[config.mk]
export PLATFORM = sky130hd
export DESIGN_NAME = ttkl_front_flat
export DESIGN_NICKNAME = d
export VERILOG_FILES = /design/src/hw/rtl/ttkl_pkg.sv /design/src/hw/rtl/ttkl_req_if.sv /design/src/hw/rtl/ttkl_front.sv /design/src/flat_wrapper.sv
export SDC_FILE = /design/constraint.sdc
export NUM_CORES = 1
export LEC_CHECK = 0
export BUFFER_PORTS_ARGS = -buffer_cell sky130_fd_sc_hd__clkbuf_2
export CORE_MARGIN = 10
export CORE_UTILIZATION = 55
export CTS_CLUSTER_SIZE = 30
export DETAILED_ROUTE_END_ITERATION = 6
export HOLD_SLACK_MARGIN = 0.02
export PLACE_DENSITY_LB_ADDON = 0.3
export SETUP_SLACK_MARGIN = 0.4
export SLEW_MARGIN = 20
export SYNTH_ARGS = -nofsm -noshare
export SYNTH_HDL_FRONTEND = slang
export SYNTH_SLANG_ARGS = --single-unit
export TNS_END_PERCENT = 10
[constraint.sdc]
create_clock -name i_clk -period 14.6 [get_ports i_clk]
set_input_delay 1.46 -clock i_clk [delete_from_list [all_inputs] [get_ports i_clk]]
set_output_delay 1.46 -clock i_clk [all_outputs]
set_load 0.05 [all_outputs]
[src/hw/rtl/ttkl_pkg.sv]
package ttkl_pkg;

    // field widths
    localparam int TYPE_W     = 2;
    localparam int INDEX_W    = 12;
    localparam int KEY_W      = 64;
    localparam int OFFSET_W   = 32;
    localparam int MCOUNT_W   = 13;
    localparam int SCOUNT_W   = 11;
    localparam int CFG_IDX_W  = 2;
    localparam int CFG_DATA_W = 13;

    // default table depths
    localparam int MAIN_DEPTH_DEFAULT   = 4096;
    localparam int SECOND_DEPTH_DEFAULT = 1024;

    // front-to-back queue
    localparam int Q_DEPTH = 2;
    localparam int Q_PW    = $clog2(Q_DEPTH);
    localparam int Q_CW    = $clog2(Q_DEPTH + 1);

    // request codes
    typedef enum logic [TYPE_W-1:0] {
        REQ_WR_MAIN   = 2'd0,
        REQ_WR_SECOND = 2'd1,
        REQ_LOOKUP    = 2'd2
    } t_req_type;

    // configuration register indexes
    localparam logic [CFG_IDX_W-1:0] CFG_MAIN_COUNT    = 2'd0;
    localparam logic [CFG_IDX_W-1:0] CFG_SECOND_COUNT  = 2'd1;
    localparam logic [CFG_IDX_W-1:0] CFG_SECOND_ENABLE = 2'd2;

    // one classified word in the queue
    typedef struct packed {
        t_req_type            op;
        logic [INDEX_W-1:0]   index;
        logic [KEY_W-1:0]     key;
        logic [OFFSET_W-1:0]  offset;
    } t_work;

    // configuration seen by the search engine
    typedef struct packed {
        logic [MCOUNT_W-1:0] main_count;
        logic [SCOUNT_W-1:0] second_count;
        logic                second_enable;
    } t_cfg;

endpackage

[src/hw/rtl/ttkl_req_if.sv]
interface ttkl_req_if;
    import ttkl_pkg::*;

    logic                valid;
    logic                ready;
    logic [TYPE_W-1:0]   req_type;
    logic [INDEX_W-1:0]  entry_index;
    logic [KEY_W-1:0]    entry_key;
    logic [OFFSET_W-1:0] entry_offset;
    logic [KEY_W-1:0]    lookup_key;

    modport source (output valid, req_type, entry_index, entry_key, entry_offset, lookup_key,
                    input ready);
    modport sink   (input valid, req_type, entry_index, entry_key, entry_offset, lookup_key,
                    output ready);
endinterface

[src/hw/rtl/ttkl_front.sv]
module ttkl_front (
    input  logic            i_clk,
    input  logic            i_rst_n,
    ttkl_req_if.sink        i_req,
    input  logic            i_pop,
    output logic            o_work_valid,
    output ttkl_pkg::t_work o_work
);
    import ttkl_pkg::*;

    t_work           r_slot [Q_DEPTH];
    logic [Q_PW-1:0] r_wr_ptr, n_wr_ptr;
    logic [Q_PW-1:0] r_rd_ptr, n_rd_ptr;
    logic [Q_CW-1:0] r_count, n_count;

    t_work w_work;
    logic  w_keep;
    logic  w_push;
    logic  w_pop;

    // classify the request word, unused codes are dropped
    always_comb begin
        w_work.op     = t_req_type'(i_req.req_type);
        w_work.index  = i_req.entry_index;
        w_work.offset = i_req.entry_offset;
        w_work.key    = i_req.entry_key;
        w_keep        = 1'b0;
        case (i_req.req_type) inside
            REQ_WR_MAIN, REQ_WR_SECOND: begin
                w_keep = 1'b1;
            end
            REQ_LOOKUP: begin
                w_work.key = i_req.lookup_key;
                w_keep     = 1'b1;
            end
            default: begin
                w_keep = 1'b0;
            end
        endcase
    end

    assign i_req.ready = (r_count != Q_CW'(Q_DEPTH));
    assign w_push      = i_req.valid && i_req.ready && w_keep;
    assign w_pop       = i_pop && (r_count != '0);

    // queue pointers and fill level
    always_comb begin
        n_wr_ptr = w_push ? r_wr_ptr + 1'b1 : r_wr_ptr;
        n_rd_ptr = w_pop  ? r_rd_ptr + 1'b1 : r_rd_ptr;
        case ({w_push, w_pop})
            2'b10:   n_count = r_count + 1'b1;
            2'b01:   n_count = r_count - 1'b1;
            default: n_count = r_count;
        endcase
    end

    always_ff @(posedge i_clk) begin
        if (!i_rst_n) begin
            r_wr_ptr <= '0;
            r_rd_ptr <= '0;
            r_count  <= '0;
        end else begin
            r_wr_ptr <= n_wr_ptr;
            r_rd_ptr <= n_rd_ptr;
            r_count  <= n_count;
        end
    end

    // queue storage
    always_ff @(posedge i_clk) begin
        if (w_push) begin
            r_slot[r_wr_ptr] <= w_work;
        end
    end

    assign o_work_valid = (r_count != '0);
    assign o_work       = r_slot[r_rd_ptr];
endmodule

[src/flat_wrapper.sv]
// flat-port wrapper written by rule: the top's interface ports become plain ports
module ttkl_front_flat import ttkl_pkg::*;
  (i_clk, i_rst_n, i_pop, o_work_valid, o_work, i_req_valid, i_req_req_type, i_req_entry_index, i_req_entry_key, i_req_entry_offset, i_req_lookup_key, i_req_ready);
  ttkl_req_if i_req_i ();
  input  logic i_clk;
  input  logic i_rst_n;
  input  logic i_pop;
  output logic o_work_valid;
  output ttkl_pkg::t_work o_work;
  input wire logic [$bits(i_req_i.valid)-1:0] i_req_valid;
  input wire logic [$bits(i_req_i.req_type)-1:0] i_req_req_type;
  input wire logic [$bits(i_req_i.entry_index)-1:0] i_req_entry_index;
  input wire logic [$bits(i_req_i.entry_key)-1:0] i_req_entry_key;
  input wire logic [$bits(i_req_i.entry_offset)-1:0] i_req_entry_offset;
  input wire logic [$bits(i_req_i.lookup_key)-1:0] i_req_lookup_key;
  output wire logic [$bits(i_req_i.ready)-1:0] i_req_ready;
  assign i_req_i.valid = i_req_valid;
  assign i_req_i.req_type = i_req_req_type;
  assign i_req_i.entry_index = i_req_entry_index;
  assign i_req_i.entry_key = i_req_entry_key;
  assign i_req_i.entry_offset = i_req_entry_offset;
  assign i_req_i.lookup_key = i_req_lookup_key;
  assign i_req_ready = i_req_i.ready;
  ttkl_front u_core (.i_clk(i_clk), .i_rst_n(i_rst_n), .i_req(i_req_i), .i_pop(i_pop), .o_work_valid(o_work_valid), .o_work(o_work));
endmodule
### After elaboration in Yosys (flattened, before gate mapping)

Memory sizes are Yosys's and may differ from the RTL's. A register that Yosys moved wholly into a read port is not among the register bits.
Cells that the tools add are included.

* flip-flop bits (word level): 4
* input port bits: 178
* memories kept: 1
* ROM bits: 0
* memory bits (writable): 220
* output and inout port bits: 112
* logic and storage cells: 29
* bits in latches: 0

* bitwise gates (word level): 0
* equality and inequality tests: 5
* div/mod/pow operators: 0
* multiplexer cells: 9
* $mul: 0
* $lt $le $gt $ge: 0
* reductions and logical operators: 7
* $add $sub $neg: 4
* shift-type cells: 0

Memory list
* u_core.r_slot: depth 2, width 110, read ports 1, clocked after Yosys merged registers in 1, wr ports 1, RTL line ttkl_front.sv:11 `t_work r_slot [Q_DEPTH];`

Operator list (number)
* $mux W64: 2
* $mux W1: 6
* $eq A2 B1 Y1 const B: 2
* $eq A2 B2 Y1 const B: 2
* $pmux W2 S2: 1
* $reduce_bool A2 Y1: 2
* $logic_and A1 B1 Y1: 3
* $add A1 B1 Y1 const B: 2
* $add A2 B1 Y2 const B: 1
* $logic_not A2 Y1: 1
* $ne A2 B2 Y1 const B: 1
* $reduce_or A2 Y1: 1
* $sub A2 B1 Y2 const B: 1

### Logic depth before layout (Yosys ltp)

Gate-level depths: netlist (run 1).

* word-level depth: 6
* gate-level depth with buffers: 6
* depth with buffers taken out: 6

### Worst setup path before layout (run 1)

Ideal clock, no wire load.

* path kind: input -> register
* from: in i_req_req_type[0]
* to: mem u_core.r_slot[0][0] (netlist name), enable pin
* path buffers: 0
* required time: 14019 ps
* cell stages on the path: 3
* setup time: 581 ps
* data arrival time: 6269 ps
* path slack: 7750 ps
* cell sequence: nand2_1 -> nand3_1 -> nor2_1

* cells in the longest elaborated chain, start to end: 6
* elaborated cells on any way between the ends: 9
* those cells by class: 2 x eq/ne; 4 x mux; 3 x reduce/logical

RTL lines
* from (decl): RTL line flat_wrapper.sv:11 `input wire logic [$bits(i_req_i.req_type)-1:0] i_req_req_type;`
* $eq A2 B2 Y1 (no line), or another cell as far along
* $mux W1 / $reduce_or A2 Y1 (equally long branches): RTL line ttkl_front.sv:28 `case (i_req.req_type) inside`
* $mux W1 (*): RTL line ttkl_front.sv:28
* $logic_and A1 B1 Y1 (*): RTL line ttkl_front.sv:43 `assign w_push = i_req.valid && i_req.ready && w_keep;`
* $mux W1 (*): RTL line ttkl_front.sv:71 `if (w_push) begin`
* $mux W1 (implied by the code) (*): RTL line ttkl_front.sv:72 `r_slot[r_wr_ptr] <= w_work;`
* to (decl): RTL line ttkl_front.sv:11

Mark *: on every way between the ends. The rest lies on a longest branch, timed or not.

==> results.tsv, run 1 <==
stage	metric	value	unit
global_route	largest net degree at the start of global routing	86	
place	Final Wtd Congestion	0.791	
detailed_routing	DRT Pass-1 Iters	4	
cells_and_area	# fillers	1085	
floorplan	I/O Pins	290	
timing	setup ws final	10.36	ns
clock_network	CTS Buf Count	22	
detailed_routing	post-route DRC violation count	0	
critical_path	crit path max fanout	61	
global_route	gr ovfl total	0	
yosys	mux share of post-synthesis cell area	0.239	
clock_network	Root Driver	clkbuf_16	
detailed_routing	vias per cell	5.23	
worst_hold_path	min-delay src	u_core.r_wr_ptr$_SDFFE_PN0N_	
yosys	syn_nets	619	
clock_network	clk_lat worst skew	0.49	ns
run_status	status	completed	
cells_and_area	register area	6710	sq um
cells_and_area	Area growth syn-to-layout	25.8	%
job	maxcap violations	0	
detailed_routing	Detail Route Antenna Nets	0	
global_route	initial antenna violation count	0	
timing	Final Hold Fails	0	
timing	max-slew violations	0	
clock_network	H-tree levels	1	
critical_path	crit end category	output pin	
timing	Slew @ Worst Pin	0.847	ns
clock_network	post-CTS setup buffers	0	
global_route	global-route wire length before repair	31000	um
floorplan	die width	149	um
place	Setup WS pre-CTS	10.56	ns
yosys	unique cell type count in the Yosys netlist	22	
yosys	Post-Synthesis Cells	440	
critical_path	crit-path max cell delay	0.78	ns
cells_and_area	multi-input logic area	2350	sq um
yosys	Seq/Total Area, Yosys	0.731	
critical_path	CP Data Required Time	13.14	ns
critical_path	Worst Path Buf+Inv	2	
worst_hold_path	HP Class	register to register	
critical_path	CP Launch Type	register	
yosys	simple-gate share of the synthesized area	0.00764	
floorplan	die area	22200	sq um
floorplan	starting density of the core	0.557	
yosys	Post-Synth XOR/XNOR Area	0.00286	
yosys	Mapped Area	9170	sq um
global_route	number of global-route vias before repair	5709	
timing	Final Skew	0.0184	ns
detailed_routing	routed wire length per instance	21.0	um
critical_path	CP Class	register to output pin	
place	Final HPWL DP	15000	um
cells_and_area	n_diodes	0	
yosys	combinational family with the most area after synthesis	multiplexers	
timing	final worst-path cycle share	0.290	
detailed_routing	final WL	20400	um
timing	min Tclk post-route	4.24	ns
yosys	syn_area_per_cell	20.8	sq um
floorplan	Die H	149	um
critical_path	CP delay by family, top	buffers and inverters	
critical_path	Slowest cell on crit path	dfxtp_4	
detailed_routing	drt first-iter violations	331	
critical_path	Arrival @ worst endpoint	2.78	ns
power_and_ir_drop	total power draw	2140	uW
timing	TNS Setup	0	ns
cells_and_area	Final #Nets	918	
global_route	global-route usage over all layers	0.177	
yosys	synth warn	0	
cells_and_area	layout cell share with drive strength beyond 1	0.670	
critical_path	r2r setup slk	11.92	ns
timing	Hold WS	0.525	ns
clock_network	Clk pin slew, worst setup/hold paths	0.06	ns
power_and_ir_drop	Cell Pwr Density	186	nW/um^2
clock_network	CTS tree	yes	
cells_and_area	utilization after layout	0.701	
clock_network	CTS-repair resized insts	0	
clock_network	CTS Hold Buffers Added	0	
floorplan	Core Region	16500	sq um
timing	Setup violations, final	0	
power_and_ir_drop	Leak	0.00467	uW
yosys	Synth Area in Adders	0.00136	
power_and_ir_drop	worst vdd rail ir drop	0.120	mV
place	Port-buffer cells	289	
floorplan	FP Rows	47	
timing	Slew HR	0.435	
yosys	Seq cells post-synth	225	
timing	RSZ-0062 raised after global routing	false	
timing	fmax	0.236	GHz
critical_path	worst path cell trace	buf_4 > mux2_2 > clkbuf_2	
clock_network	Clock Path Buffers	3	
yosys	post-synthesis compound-gate area fraction	0.00232	
critical_path	launch point of the worst reg-to-reg path	u_core.r_count[0]$_SDFFE_PN0P_	
clock_network	CTS sink count	225	
detailed_routing	vias	5084	
## worst min-delay path, cell delays in order, from the launching register on
cell	delay, ns
dfxtp_1	0.34
nand2_1	0.07
mux2i_1	0.07
## placed cells by master, fill, tap and decap left out, types with 2 or more instances in the layout
cell type  Yosys  final
edfxtp_1     220    220
xnor2_1        3      3
clkbuf_1       0      7
nor2b_1        2      2
clkinv_2       0      2
nor2_4         0      2
buf_4          0      4
nand2_1        3      3
dfxtp_1        5      4
mux2_2       114    114
clkbuf_2       0    289
mux2_4        60     60
clkbuf_16      0     23
bufinv_16      0      3
## state kept, by name, indices dropped and copies added, names as in the netlist, named ones only
signal	count
u_core.r_slot	220
u_core.r_rd_ptr	1
u_core.r_wr_ptr	1
u_core.r_count	2
## cells in the mapped netlist, drive strengths merged
master    n  area [sq um]
a21boi    1          7.51
inv       1          3.75
buf      19           139
or2       1          6.26
o21ai     1          5.00
nand3     1          5.00
ha        1          12.5
nand2     3          11.3
dfxtp     5           100
xnor2     3          26.3
and2      1          6.26
nor2      2          7.51
nand2b    2          15.0
mux2    174          2180
mux2i     1          10.0
edfxtp  220          6610
or3       1          6.26
nor2b     2          12.5
o21a      1          8.76
## stage by stage
step | std cells | area, sq um
floorplan | 440 | 9170
global placement | 935 | 10800
detailed placement | 935 | 10800
CTS | 972 | 11500
global route | 972 | 11500
finish | 972 | 11500
## area by class of cell
class,count,share of cell area
clock buffer,30,0.0522
clock inverter,7,0.00965
inverter,1,0.000325
multi-input combinational,195,0.203
sequential,225,0.582
tap,220,0.0239
timing repair buffer,294,0.129
## worst paths after layout
| path | to | depth (start not counted) |
|---|---|---|
| max | o_work[76] | 3 |
| min | u_core.r_wr_ptr$_SDFFE_PN0N_ | 2 |
| max reg2reg | u_core.r_slot[1][107]$_DFFE_PP_ | 4 |
| min reg2reg | u_core.r_wr_ptr$_SDFFE_PN0N_ | 2 |
## cells by family after synthesis
family          Yosys count
flops                   225
simple gates             13
compound gates            3
mux                     175
fa+ha+maj                 1
buf+inv                  20
xor+xnor                  3
## power by group
part	switching [uW]	total, uW	internal (uW)
Sequential	37.7	837	799
Combinational	536	755	218
Clock	213	553	340
Total	787	2140	1360
## metal layers
metal,vias up,share of wire,track usage
met4,0,0.016,0.0432
met2,241,0.52,0.309
met3,19,0.094,0.0619
li1,2324,-,-
met5,-,0,0
met1,2500,0.37,0.204
Power figures use the tool's default switching activity.
==> run 2: changes to the inputs <==
Settings changed: CORE_UTILIZATION 55 to 51.
Clock period 14.6 ns to 4.1 ns, I/O delays scaled along.
==> run 2 against run 1 <==
Against the previous run:
- via count decreased by 1.4%
- sequential power grew to 3.6 times the previous value
- global-route usage is 1.4 points lower
- largest cell class unchanged
==> results.tsv, run 2 (same netlist as run 1, synthesis figures left out) <==
stage	metric	value	unit	change
detailed_routing	post-route DRC violation count	0		unchanged
global_route	global-route usage over all layers	0.162		was 0.177
clock_network	CTS-repair resized insts	0		unchanged
timing	Slew HR	0.372		was 0.435
cells_and_area	final instance area	11500	sq um	about the same
floorplan	starting density of the core	0.525		was 0.557
place	Port-buffer cells	289		unchanged
timing	Final Hold Fails	0		unchanged
place	Final Wtd Congestion	0.805		was 0.791
clock_network	CTS sink count	225		unchanged
floorplan	Core Region	17500	sq um	was 16500 sq um
critical_path	crit end category	output pin		unchanged
cells_and_area	biggest regs	u_core.r_slot (220), u_core.r_count (2)		unchanged
clock_network	CTS tree	yes		unchanged
timing	min Tclk post-route	2.82	ns	
timing	TNS Setup	0	ns	unchanged
critical_path	CP Launch Type	register		unchanged
critical_path	Arrival @ worst endpoint	2.41	ns	was 2.78 ns
clock_network	clk_lat worst skew	0.50	ns	was 0.49 ns
clock_network	Root Driver	clkbuf_16		unchanged
timing	final worst-path cycle share	0.687		
floorplan	Die H	154	um	was 149 um
critical_path	worst path cell trace	buf_12 > mux2_2 > clkbuf_2		was buf_4 > mux2_2 > clkbuf_2
global_route	number of global-route vias before repair	5602		was 5709
global_route	largest net degree at the start of global routing	111		was 86
detailed_routing	Detail Route Antenna Nets	0		unchanged
detailed_routing	vias	5015		was 5084
detailed_routing	final WL	20600	um	was 20400 um
detailed_routing	drt first-iter violations	232		was 331
floorplan	die width	154	um	was 149 um
global_route	gr ovfl total	0		unchanged
clock_network	Clock Path Buffers	3		unchanged
detailed_routing	routed wire length per instance	21.0	um	about the same
global_route	initial antenna violation count	0		unchanged
run_status	status	completed		unchanged
clock_network	post-CTS setup buffers	0		unchanged
cells_and_area	commonest non-fill, non-tap cell in the layout	clkbuf_2		unchanged
clock_network	CTS Hold Buffers Added	0		unchanged
power_and_ir_drop	worst vdd rail ir drop	0.351	mV	was 0.120 mV
cells_and_area	# fillers	1232		was 1085
cells_and_area	Final #Nets	919		was 918
clock_network	CTS Buf Count	23		was 22
critical_path	r2r setup slk	2.14	ns	was 11.92 ns
floorplan	I/O Pins	290		unchanged
cells_and_area	Area growth syn-to-layout	25.8	%	about the same
cells_and_area	register area	6710	sq um	unchanged
cells_and_area	max reg flops	220		unchanged
detailed_routing	vias per cell	5.12		was 5.23
timing	Slew @ Worst Pin	0.942	ns	was 0.847 ns
place	Setup WS pre-CTS	1.79	ns	was 10.56 ns
critical_path	crit path max fanout	59		was 61
cells_and_area	n_diodes	0		unchanged
critical_path	CP Data Required Time	3.69	ns	was 13.14 ns
floorplan	die area	23800	sq um	was 22200 sq um
floorplan	FP Rows	48		was 47
global_route	global-route wire length before repair	30700	um	was 31000 um
timing	setup ws final	1.28	ns	was 10.36 ns
timing	Setup violations, final	0		unchanged
critical_path	Slowest cell on crit path	dfxtp_4		unchanged
cells_and_area	commonest non-fill, non-tap cells in the layout	clkbuf_2 (289), edfxtp_1 (220), mux2_2 (114), mux2_4 (60), clkbuf_16 (23)		unchanged
place	Cell Area, Placed	10900	sq um	was 10800 sq um
job	maxcap violations	0		unchanged
cells_and_area	multi-input logic area	2350	sq um	unchanged
cells_and_area	layout cell share with drive strength beyond 1	0.669		was 0.670
timing	RSZ-0062 raised after global routing	false		unchanged
place	Final HPWL DP	15200	um	was 15000 um
cells_and_area	Layout Cells excl Fill	980		was 972
clock_network	H-tree levels	1		unchanged
critical_path	crit-path max cell delay	0.78	ns	about the same
detailed_routing	DRT Pass-1 Iters	4		unchanged
place	placed cells	940		was 935
power_and_ir_drop	Cell Pwr Density	653	nW/um^2	was 186 nW/um^2
cells_and_area	most flop-heavy register	u_core.r_slot		unchanged
timing	max-slew violations	0		unchanged
clock_network	Clk pin slew, worst setup/hold paths	0.06	ns	about the same
power_and_ir_drop	Leak	0.00467	uW	about the same
timing	Final Skew	0.00965	ns	was 0.0184 ns
timing	fmax	0.355	GHz	
power_and_ir_drop	total power draw	7540	uW	was 2140 uW
critical_path	CP Class	register to output pin		unchanged
worst_hold_path	HP Class	input pin to register		was register to register
[run 2: cell types whose count changed in the layout (fill, tap and decap cells not counted)]
cell,previous run,this run
bufinv_16,3,1
clkinv_2,2,5
inv_6,0,1
clkbuf_1,7,4
buf_4,4,2
clkinvlp_4,1,0
buf_6,1,0
clkinv_1,1,6
buf_12,0,3
[run 2: worst max-delay path, delay by kind of cell (launching register included)]
kind	cells	cell delay, ns
buffers and inverters	2	0.61
flip-flops	1	0.78
multiplexers	1	0.41
[run 2: routing by layer]
metal | routed length [um] | GRT usage
met4 | 615 | 0.0580
met5 | 0 | 0
met1 | 7410 | 0.169
met2 | 11000 | 0.298
met3 | 1600 | 0.0516
[run 2: cell type report]
class                           instances  area share
Inverter                                1    0.000325
Timing Repair Buffer                  294       0.132
Multi-Input combinational cell        195       0.203
Clock buffer                           27      0.0512
Clock inverter                         13     0.00748
Sequential cell                       225       0.581
Tap cell                              225      0.0244
[run 2: final timing paths]
check,from,endpoint,depth (start not counted)
worst min-delay path,i_req_entry_index[8],u_core.r_slot[0][104]$_DFFE_PP_,1
worst max-delay path,register,o_work[103],3
worst max register to register,u_core.r_count[0]$_SDFFE_PN0P_,u_core.r_slot[0][79]$_DFFE_PP_,4
worst min register to register,u_core.r_wr_ptr$_SDFFE_PN0N_,u_core.r_wr_ptr$_SDFFE_PN0N_,2
[run 2: where the power goes]
part / leakage (uW) / switching (uW) / internal, uW
Sequential: 0.00208 / 142 / 2840
Combinational: 0.00225 / 1880 / 791
Clock: 0.000336 / 794 / 1090
Total: 0.00467 / 2820 / 4720
[run 2: stage by stage]
step / util / hold WS, ns
3_5_place_dp: 0.622 / 0.514
4_1_cts: 0.660 / 0.0818
6_report: 0.660 / 0.101
3_3_place_gp: 0.622 / 0.493
5_1_grt: 0.660 / 0.0831
2_1_floorplan: - / 0.463
